<file path="src/rtl/core/dst_pkg.sv">
// dst_pkg: types and constants shared by the divide / square-root tweak step
// used by the serial units, the top level and the test bench
`default_nettype none

package dst_pkg;

  // request codes
  localparam logic REQ_SEED = 1'b0;
  localparam logic REQ_STEP = 1'b1;

  // hash variants that enable the step
  localparam logic [2:0] VARIANT_RESET = 3'd2;
  localparam logic [2:0] VARIANT_V2    = 3'd2;
  localparam logic [2:0] VARIANT_V3    = 3'd3;

  // divisor is forced odd with the top bit set
  localparam logic [31:0] DIV_FORCE = 32'h8000_0001;

  // serial step counts: 33 quotient bits, 34 root bits
  localparam int DIV_STEPS  = 33;
  localparam int SQRT_STEPS = 34;
  localparam int CNT_W      = 6;

  // handshake status of one serial unit
  typedef struct packed {
    logic busy;
    logic done;
  } unit_status_t;

endpackage

`default_nettype wire

</file>
<file path="src/rtl/core/dst_channels.sv">
// request and response channel interfaces of the tweak step
// depends on nothing; payload widths are fixed by the field list
`default_nettype none

interface dst_req_if;
  logic        valid;
  logic        ready;
  logic        req_type;
  logic [63:0] c1_low;
  logic [63:0] c2_low;
  logic [63:0] c2_high;
  logic [63:0] seed_division;
  logic [63:0] seed_sqrt;

  modport source (output valid, req_type, c1_low, c2_low, c2_high, seed_division, seed_sqrt,
                  input ready);
  modport sink   (input valid, req_type, c1_low, c2_low, c2_high, seed_division, seed_sqrt,
                  output ready);
endinterface

interface dst_rsp_if;
  logic        valid;
  logic        ready;
  logic [63:0] c1_low_out;
  logic [63:0] division_out;
  logic [63:0] sqrt_out;

  modport source (output valid, c1_low_out, division_out, sqrt_out, input ready);
  modport sink   (input valid, c1_low_out, division_out, sqrt_out, output ready);
endinterface

`default_nettype wire

</file>
<file path="src/rtl/core/dst_divider.sv">
// dst_divider: radix-2 restoring divider, 64-bit dividend by a 32-bit divisor
// with bit 31 set; one quotient bit per cycle; uses dst_pkg
`default_nettype none

module dst_divider (
  input  wire logic             clk,
  input  wire logic             rst,
  input  wire logic             start,
  input  wire logic [63:0]      dividend,
  input  wire logic [31:0]      divisor,
  output logic      [31:0]      quotient,
  output logic      [31:0]      remainder,
  output dst_pkg::unit_status_t status
);

  localparam int LOW_W = dst_pkg::DIV_STEPS;

  logic                      busy;
  logic [dst_pkg::CNT_W-1:0] cnt;
  logic [31:0]               rem;
  logic [LOW_W-1:0]          dvd;
  logic [31:0]               quo;
  logic [31:0]               dsr;

  logic [32:0] trial;
  logic [32:0] diff;
  logic        fits;
  logic [31:0] rem_next;

  // one subtract-and-compare step
  always_comb begin
    trial    = {rem, dvd[LOW_W-1]};
    diff     = trial - {1'b0, dsr};
    fits     = trial >= {1'b0, dsr};
    rem_next = fits ? diff[31:0] : trial[31:0];
  end

  // control
  always_ff @(posedge clk) begin
    if (rst) begin
      busy <= 1'b0;
      cnt  <= '0;
    end else if (start) begin
      busy <= 1'b1;
      cnt  <= dst_pkg::CNT_W'(dst_pkg::DIV_STEPS);
    end else if (busy) begin
      if (cnt == '0) begin
        busy <= 1'b0;
      end else begin
        cnt <= cnt - 1'b1;
      end
    end
  end

  // datapath; top 31 dividend bits start the partial remainder, below divisor
  always_ff @(posedge clk) begin
    if (start) begin
      rem <= {1'b0, dividend[63:LOW_W]};
      dvd <= dividend[LOW_W-1:0];
      dsr <= divisor;
      quo <= '0;
    end else if (busy && cnt != '0) begin
      rem <= rem_next;
      dvd <= {dvd[LOW_W-2:0], 1'b0};
      quo <= {quo[30:0], fits};
    end
  end

  assign quotient    = quo;
  assign remainder   = rem;
  assign status.busy = busy;
  assign status.done = busy && (cnt == '0);

endmodule

`default_nettype wire

</file>
<file path="src/rtl/core/dst_isqrt.sv">
// dst_isqrt: digit-by-digit integer square root of 2^66 + 4x, two operand bits
// per cycle; returns the root minus 2^33; uses dst_pkg
`default_nettype none

module dst_isqrt (
  input  wire logic             clk,
  input  wire logic             rst,
  input  wire logic             start,
  input  wire logic [63:0]      x,
  output logic      [32:0]      root,
  output dst_pkg::unit_status_t status
);

  localparam int ROOT_W = dst_pkg::SQRT_STEPS;
  localparam int OPND_W = 2 * ROOT_W;
  localparam int REM_W  = ROOT_W + 1;

  logic                      busy;
  logic [dst_pkg::CNT_W-1:0] cnt;
  logic [OPND_W-1:0]         opnd;
  logic [REM_W-1:0]          rem;
  logic [ROOT_W-1:0]         q;

  logic [REM_W+1:0] shifted;
  logic [REM_W+1:0] trial;
  logic [REM_W+1:0] diff;
  logic             fits;
  logic [REM_W-1:0] rem_next;

  // one root digit: compare against 4q+1
  always_comb begin
    shifted  = {rem, opnd[OPND_W-1 -: 2]};
    trial    = {1'b0, q, 2'b01};
    diff     = shifted - trial;
    fits     = shifted >= trial;
    rem_next = fits ? diff[REM_W-1:0] : shifted[REM_W-1:0];
  end

  // control
  always_ff @(posedge clk) begin
    if (rst) begin
      busy <= 1'b0;
      cnt  <= '0;
    end else if (start) begin
      busy <= 1'b1;
      cnt  <= dst_pkg::CNT_W'(dst_pkg::SQRT_STEPS);
    end else if (busy) begin
      if (cnt == '0) begin
        busy <= 1'b0;
      end else begin
        cnt <= cnt - 1'b1;
      end
    end
  end

  // datapath; operand is 2^66 + 4x
  always_ff @(posedge clk) begin
    if (start) begin
      opnd <= {2'b01, x, 2'b00};
      rem  <= '0;
      q    <= '0;
    end else if (busy && cnt != '0) begin
      opnd <= {opnd[OPND_W-3:0], 2'b00};
      rem  <= rem_next;
      q    <= {q[ROOT_W-2:0], fits};
    end
  end

  // leading root bit is always 2^33
  assign root        = q[32:0];
  assign status.busy = busy;
  assign status.done = busy && (cnt == '0);

endmodule

`default_nettype wire

</file>
<file path="src/rtl/core/divide_sqrt_tweak_step.sv">
// divide_sqrt_tweak_step: top level, variant register, sequencer and state
// depends on dst_pkg, dst_channels, dst_divider and dst_isqrt
//
//   channel | dir | handshake      | payload
//   --------+-----+----------------+-----------------------------------------------
//   req     | in  | valid / ready  | req_type, c1_low, c2_low, c2_high, seeds
//   rsp     | out | valid / ready  | c1_low_out, division_out, sqrt_out
//   cfg     | in  | cfg_we         | cfg_wdata (variant)
//
// an active step runs from the accept through the divider (S_DIV), an add state
// (S_ADD), the root (S_SQRT) and write-back (S_DONE); seed and inactive items go
// straight from the accept to write-back. one item is in work at a time; the
// response register holds a finished result while the next item is accepted. a
// stalled response only holds the finished next item in write-back. reset is
// synchronous; the state values clear to zero and variant resets to 2.
`default_nettype none

module divide_sqrt_tweak_step (
  input  wire logic       clk,
  input  wire logic       rst,
  input  wire logic       cfg_we,
  input  wire logic [2:0] cfg_wdata,
  dst_req_if.sink         req,
  dst_rsp_if.source       rsp
);

  typedef enum logic [2:0] {
    S_IDLE,
    S_DIV,
    S_ADD,
    S_SQRT,
    S_DONE
  } state_t;

  state_t      state;
  logic [2:0]  variant;
  logic [63:0] division_value;
  logic [63:0] sqrt_value;

  logic [63:0] pend_c1;
  logic [63:0] pend_div;
  logic [63:0] pend_sqrt;
  logic [63:0] c2_low_r;

  logic        req_xfer;
  logic        active;
  logic        div_start;
  logic        sqrt_start;
  logic [31:0] divisor;
  logic [63:0] sqrt_x;
  logic        rsp_free;

  logic [31:0]           quotient;
  logic [31:0]           remainder;
  logic [32:0]           root;
  dst_pkg::unit_status_t div_status;
  dst_pkg::unit_status_t sqrt_status;

  // handshake and step setup
  always_comb begin
    req_xfer   = req.valid && req.ready;
    active     = variant inside {dst_pkg::VARIANT_V2, dst_pkg::VARIANT_V3};
    div_start  = req_xfer && (req.req_type == dst_pkg::REQ_STEP) && active;
    sqrt_start = (state == S_ADD);
    divisor    = (req.c2_low[31:0] + {sqrt_value[30:0], 1'b0}) | dst_pkg::DIV_FORCE;
    sqrt_x     = c2_low_r + pend_div;
    rsp_free   = !rsp.valid || rsp.ready;
  end

  assign req.ready = (state == S_IDLE);

  // variant register
  always_ff @(posedge clk) begin
    if (rst) begin
      variant <= dst_pkg::VARIANT_RESET;
    end else if (cfg_we) begin
      variant <= cfg_wdata;
    end
  end

  // sequencer, state values and response register
  always_ff @(posedge clk) begin
    if (rst) begin
      state          <= S_IDLE;
      division_value <= '0;
      sqrt_value     <= '0;
      rsp.valid      <= 1'b0;
    end else begin
      // a transfer empties the register unless write-back refills it
      if (rsp.valid && rsp.ready && state != S_DONE) begin
        rsp.valid <= 1'b0;
      end
      case (state)
        S_IDLE: begin
          if (req_xfer) begin
            c2_low_r <= req.c2_low;
            if (req.req_type == dst_pkg::REQ_SEED) begin
              pend_c1   <= req.c1_low;
              pend_div  <= req.seed_division;
              pend_sqrt <= req.seed_sqrt;
              state     <= S_DONE;
            end else if (active) begin
              pend_c1 <= req.c1_low ^ division_value ^ {sqrt_value[31:0], 32'b0};
              state   <= S_DIV;
            end else begin
              pend_c1   <= req.c1_low;
              pend_div  <= division_value;
              pend_sqrt <= sqrt_value;
              state     <= S_DONE;
            end
          end
        end
        S_DIV: begin
          if (div_status.done) begin
            pend_div <= {remainder, quotient};
            state    <= S_ADD;
          end
        end
        S_ADD: begin
          state <= S_SQRT;
        end
        S_SQRT: begin
          if (sqrt_status.done) begin
            pend_sqrt <= {31'b0, root};
            state     <= S_DONE;
          end
        end
        S_DONE: begin
          if (rsp_free) begin
            rsp.valid        <= 1'b1;
            rsp.c1_low_out   <= pend_c1;
            rsp.division_out <= pend_div;
            rsp.sqrt_out     <= pend_sqrt;
            division_value   <= pend_div;
            sqrt_value       <= pend_sqrt;
            state            <= S_IDLE;
          end
        end
        default: begin
          state <= S_IDLE;
        end
      endcase
    end
  end

  // serial divider
  dst_divider u_divider (
    .clk       (clk),
    .rst       (rst),
    .start     (div_start),
    .dividend  (req.c2_high),
    .divisor   (divisor),
    .quotient  (quotient),
    .remainder (remainder),
    .status    (div_status)
  );

  // serial square root
  dst_isqrt u_isqrt (
    .clk    (clk),
    .rst    (rst),
    .start  (sqrt_start),
    .x      (sqrt_x),
    .root   (root),
    .status (sqrt_status)
  );

endmodule

`default_nettype wire

</file>
<file path="src/flat_wrapper.sv">
// flat-port wrapper written by rule: the top's interface ports become plain ports
module divide_sqrt_tweak_step_flat 
  (clk, rst, cfg_we, cfg_wdata, req_valid, req_req_type, req_c1_low, req_c2_low, req_c2_high, req_seed_division, req_seed_sqrt, req_ready, rsp_valid, rsp_c1_low_out, rsp_division_out, rsp_sqrt_out, rsp_ready);
  dst_req_if req_i ();
  dst_rsp_if rsp_i ();
  input  wire logic clk;
  input  wire logic rst;
  input  wire logic cfg_we;
  input  wire logic [2:0] cfg_wdata;
  input wire logic [$bits(req_i.valid)-1:0] req_valid;
  input wire logic [$bits(req_i.req_type)-1:0] req_req_type;
  input wire logic [$bits(req_i.c1_low)-1:0] req_c1_low;
  input wire logic [$bits(req_i.c2_low)-1:0] req_c2_low;
  input wire logic [$bits(req_i.c2_high)-1:0] req_c2_high;
  input wire logic [$bits(req_i.seed_division)-1:0] req_seed_division;
  input wire logic [$bits(req_i.seed_sqrt)-1:0] req_seed_sqrt;
  output wire logic [$bits(req_i.ready)-1:0] req_ready;
  output wire logic [$bits(rsp_i.valid)-1:0] rsp_valid;
  output wire logic [$bits(rsp_i.c1_low_out)-1:0] rsp_c1_low_out;
  output wire logic [$bits(rsp_i.division_out)-1:0] rsp_division_out;
  output wire logic [$bits(rsp_i.sqrt_out)-1:0] rsp_sqrt_out;
  input wire logic [$bits(rsp_i.ready)-1:0] rsp_ready;
  assign req_i.valid = req_valid;
  assign req_i.req_type = req_req_type;
  assign req_i.c1_low = req_c1_low;
  assign req_i.c2_low = req_c2_low;
  assign req_i.c2_high = req_c2_high;
  assign req_i.seed_division = req_seed_division;
  assign req_i.seed_sqrt = req_seed_sqrt;
  assign req_ready = req_i.ready;
  assign rsp_valid = rsp_i.valid;
  assign rsp_c1_low_out = rsp_i.c1_low_out;
  assign rsp_division_out = rsp_i.division_out;
  assign rsp_sqrt_out = rsp_i.sqrt_out;
  assign rsp_i.ready = rsp_ready;
  divide_sqrt_tweak_step u_core (.clk(clk), .rst(rst), .cfg_we(cfg_we), .cfg_wdata(cfg_wdata), .req(req_i), .rsp(rsp_i));
endmodule
</file>
<file path="config.mk">
export PLATFORM = sky130hd
export DESIGN_NAME = divide_sqrt_tweak_step_flat
export DESIGN_NICKNAME = d
export VERILOG_FILES = /design/src/rtl/core/dst_pkg.sv /design/src/rtl/core/dst_channels.sv /design/src/rtl/core/dst_divider.sv /design/src/rtl/core/dst_isqrt.sv /design/src/rtl/core/divide_sqrt_tweak_step.sv /design/src/flat_wrapper.sv
export SDC_FILE = /design/constraint.sdc
export NUM_CORES = 2
export LEC_CHECK = 0
export BUFFER_PORTS_ARGS = -buffer_cell sky130_fd_sc_hd__buf_4
export CAP_MARGIN = 20
export CORE_MARGIN = 4
export CORE_UTILIZATION = 55
export DETAILED_ROUTE_END_ITERATION = 6
export MAX_ROUTING_LAYER = met4
export PLACE_DENSITY = 0.76
export REMOVE_ABC_BUFFERS = 1
export SLEW_MARGIN = 15
export SYNTH_ARGS = -nofsm -noshare
export SYNTH_HDL_FRONTEND = slang
export SYNTH_SLANG_ARGS = --single-unit
</file>
<file path="constraint.sdc">
create_clock -name clk -period 25 [get_ports clk]
set_input_delay 5 -clock clk [delete_from_list [all_inputs] [get_ports clk]]
set_output_delay 5 -clock clk [all_outputs]
set_load 0.02 [all_outputs]
</file>
==> impl_metrics.env <==
export IMPL_status="complete, no violations"
export IMPL_ctsHoldBuffers=0
export IMPL_finalSetupViolations=0
export IMPL_worst_setup_path_end_kind="register"
export IMPL_drtPass1Iterations=5
export IMPL_port_buffers=521
export IMPL_clk_pin_slew_worst_paths_ns=0.06
export IMPL_post_cts_setup_buffer_count=0
export IMPL_r2r_cells=11
export IMPL_crit_top_cell="nand2_1"
export IMPL_synth_edf_count=606
export IMPL_slew_viol_final=0
export IMPL_hold_start="u_core.pend_c1[3]$_DFFE_PP_"
export IMPL_critPathRequiredTime_ns=25.52
export IMPL_drive_gt1_frac=0.167
export IMPL_syn_area_sq_um=41500
export IMPL_path_cells="buf_6, nand2_1, nor2_4, nand3_4, buf_4, clkinv_2, buf_4, nand2_1, nand2_1"
export IMPL_overflow=0
export IMPL_power_per_cell_area_nw_per_um2=102
export IMPL_area_delta_synth_final_pct=18.7
export IMPL_final_cell_mix="nand2_1 (756), edfxtp_1 (606), buf_4 (550)"
export IMPL_grt_usage=0.310
export IMPL_ys_warn_count=0
export IMPL_min_period_ns=8.17
export IMPL_nets=4924
export IMPL_dr_wl_met3_um=9640
export IMPL_cpPeakStageDelay_ns=0.79
export IMPL_multi_input_area_sq_um=17100
export IMPL_peakVddDrop_mv=0.115
export IMPL_io_pins=523
export IMPL_cts_htree_levels=3
export IMPL_synth_ff_type="edfxtp_1"
export IMPL_wl_per_cell_um=22.6
export IMPL_clock_sinks=858
export IMPL_synth_top_area_frac=0.438
export IMPL_holdPathEnd="u_core.rsp.c1_low_out[3]$_DFFE_PP_"
export IMPL_place_congestion=0.960
export IMPL_wl_met2_um=58700
export IMPL_initial_utilization=0.557
export IMPL_dp_cells=5306
export IMPL_grt_pass1_wl_um=184000
export IMPL_setup_slack_ns=16.83
export IMPL_grt_pass1_vias=30688
export IMPL_drc=0
export IMPL_hpwl_um=87700
export IMPL_worst_slew_pin_slew_ns=1.16
export IMPL_num_rows=100
export IMPL_die_x_um=283
export IMPL_antenna_left=0
export IMPL_grt_max_degree=101
export IMPL_dieArea_sq_um=79900
export IMPL_routed_wl_um=124000
export IMPL_hp_class="reg -> reg"
export IMPL_wl_met1_um=51900
export IMPL_critPathKind="in -> reg"
export IMPL_r2r_setup_slack_ns=20.59
export IMPL_regArea_sq_um=23200
export IMPL_synthCells=3989
export IMPL_insertion_delay_ns=0.65
export IMPL_cts_resized=0
export IMPL_startpoint_type="input port"
export IMPL_slew_headroom=0.226
export IMPL_fillCellCount=5805
export IMPL_cts_tree="yes"
export IMPL_synth_top_cell_by_area="edfxtp_1"
export IMPL_avgSynthCellArea_sq_um=10.4
export IMPL_antenna_found_initial=16
export IMPL_yosys_top_cells_area="edfxtp_1 (44%), dfxtp_1 (12%), nand2_1 (6.9%)"
export IMPL_cts_made_buffers=91
export IMPL_skew_ns=0.0163
export IMPL_worstReg2RegStart="u_core.u_divider.remainder[0]$_DFFE_PP_"
export IMPL_cellLeakagePower_nw=19.5
export IMPL_synth_distinct_cells=92
export IMPL_clk_path_buf_depth=3
export IMPL_vias_per_cell=5.83
export IMPL_path_max_fanout=78
export IMPL_top_layer_used="met4"
export IMPL_final_common_cell="nand2_1"
export IMPL_num_vias=32053
export IMPL_rsz0062_at_grt="false"
export IMPL_max_freq_mhz=122
export IMPL_hold_path_depth=0
export IMPL_yosysSeqAreaShare=0.560
export IMPL_critPathSlowestCell="buf_4"
export IMPL_finalHoldViolCount=0
export IMPL_stdcell_count=5495
export IMPL_fin_crit_sh=0.327
export IMPL_core_area_sq_um=74600
export IMPL_async_flop_share=0
export IMPL_setup_tns_ns=0
export IMPL_drv_cap=0
export IMPL_cts_root_buf="clkbuf_16"
export IMPL_arrival_ns=8.68
export IMPL_fp_dieH_um=283
export IMPL_post_place_ws_ns=16.14
export IMPL_ys_ff_latch=858
export IMPL_reg2reg_to="u_core.u_divider.remainder[27]$_DFFE_PP_"
export IMPL_detail_route_iter0_violations=2804
==> per-layer routing <==
layer	vias to the layer above	global-route usage
met3	189	0.0532
met4	0	0.0974
li1	15135	-
met5	-	-
met2	1200	0.489
met1	15529	0.414
==> cells in the mapped netlist (46+ instances only) <==
cell,count
a21o_1,83
a21oi_1,461
clkbuf_1,174
dfxtp_1,252
edfxtp_1,606
ha_1,162
inv_1,118
mux2i_1,171
nand2_1,758
nand3_1,46
nor2_1,243
o21ai_0,200
xnor2_1,152
xor2_1,90
==> kinds of logic (layout without fill, tap and decap cells) <==
group | Yosys count | after routing | synth area share
simple gates | 1249 | 1249 | 0.127
compound gates | 979 | 979 | 0.139
flops | 858 | 858 | 0.560
buf+inv | 322 | 841 | 0.0304
xor+xnor | 242 | 242 | 0.0511
mux | 174 | 174 | 0.0420
fa+ha+maj | 165 | 165 | 0.0503
other cells | 0 | 18 | 0
==> how the worst max path moves through the flow <==
stage	startpoint	endpoint	slack (ns)	cells past startpoint
2_1_floorplan	rsp_ready	u_core.rsp.c1_low_out[0]$_DFFE_PP_	8.12	3
3_3_place_gp	req_req_type	u_core.u_divider.dsr[3]$_DFFE_PP_	16.15	7
3_5_place_dp	req_req_type	u_core.u_divider.dvd[14]$_DFFE_PP_	16.14	9
4_1_cts	req_req_type	u_core.u_divider.dvd[14]$_DFFE_PP_	16.80	9
5_1_grt	req_req_type	u_core.u_divider.dvd[10]$_DFFE_PP_	16.47	9
6_report	req_req_type	u_core.u_divider.dvd[14]$_DFFE_PP_	16.83	9
==> report_power, final <==
part | switching [W] | leakage, nW | total [W] | internal (W)
combinational | 0.00106 | 10.4 | 0.00177 | 0.000710
sequential | 0.000123 | 7.62 | 0.00188 | 0.00176
clock | 0.000584 | 1.48 | 0.00138 | 0.000795
total | 0.00177 | 19.5 | 0.00504 | 0.00326
==> flip-flops by register name, indices dropped and copies added (netlist names), 30 cells and up <==
signal and flops:
u_core.u_divider.remainder 32, u_core.u_divider.dvd 33, u_core.u_divider.dsr 30, u_core.rsp.sqrt_out 64, u_core.u_isqrt.q 34, u_core.division_value 64, u_core.rsp.c1_low_out 64, u_core.u_divider.quotient 32
u_core.sqrt_value 64, u_core.rsp.division_out 64, u_core.u_isqrt.rem 35, u_core.pend_div 64, u_core.u_isqrt.opnd 66, u_core.c2_low_r 64, u_core.pend_sqrt 64, u_core.pend_c1 64
==> metrics by stage <==
| stage | utilization | area, sq um | power (W) | hold slack [ns] |
|---|---|---|---|---|
| 3_5_place_dp | 0.619 | 46200 | 0.00366 | 0.405 |
| 5_1_grt | 0.661 | 49300 | 0.00530 | 0.423 |
| 6_report | 0.661 | 49300 | 0.00504 | 0.415 |
| 2_1_floorplan | - | 40700 | 0.00318 | 0.400 |
| 4_1_cts | 0.660 | 49200 | 0.00504 | 0.416 |
| 3_3_place_gp | 0.619 | 46200 | 0.00363 | 0.401 |
==> critical path: cells and delay by family <==
family | cells | cell delay, ns
AND/OR/NAND/NOR | 5 | 1.60
buffers and inverters | 4 | 1.95
==> cell type report <==
class                           instances  share of cell area
Sequential cell                       858               0.472
Tap cell                              969              0.0246
Inverter                              118             0.00901
Timing Repair Buffer                  552              0.0842
Antenna cell                           18            0.000914
Multi-Input combinational cell       2809               0.347
Clock buffer                          131              0.0536
Clock inverter                         40             0.00901
(Power assumes the default switching activity.)
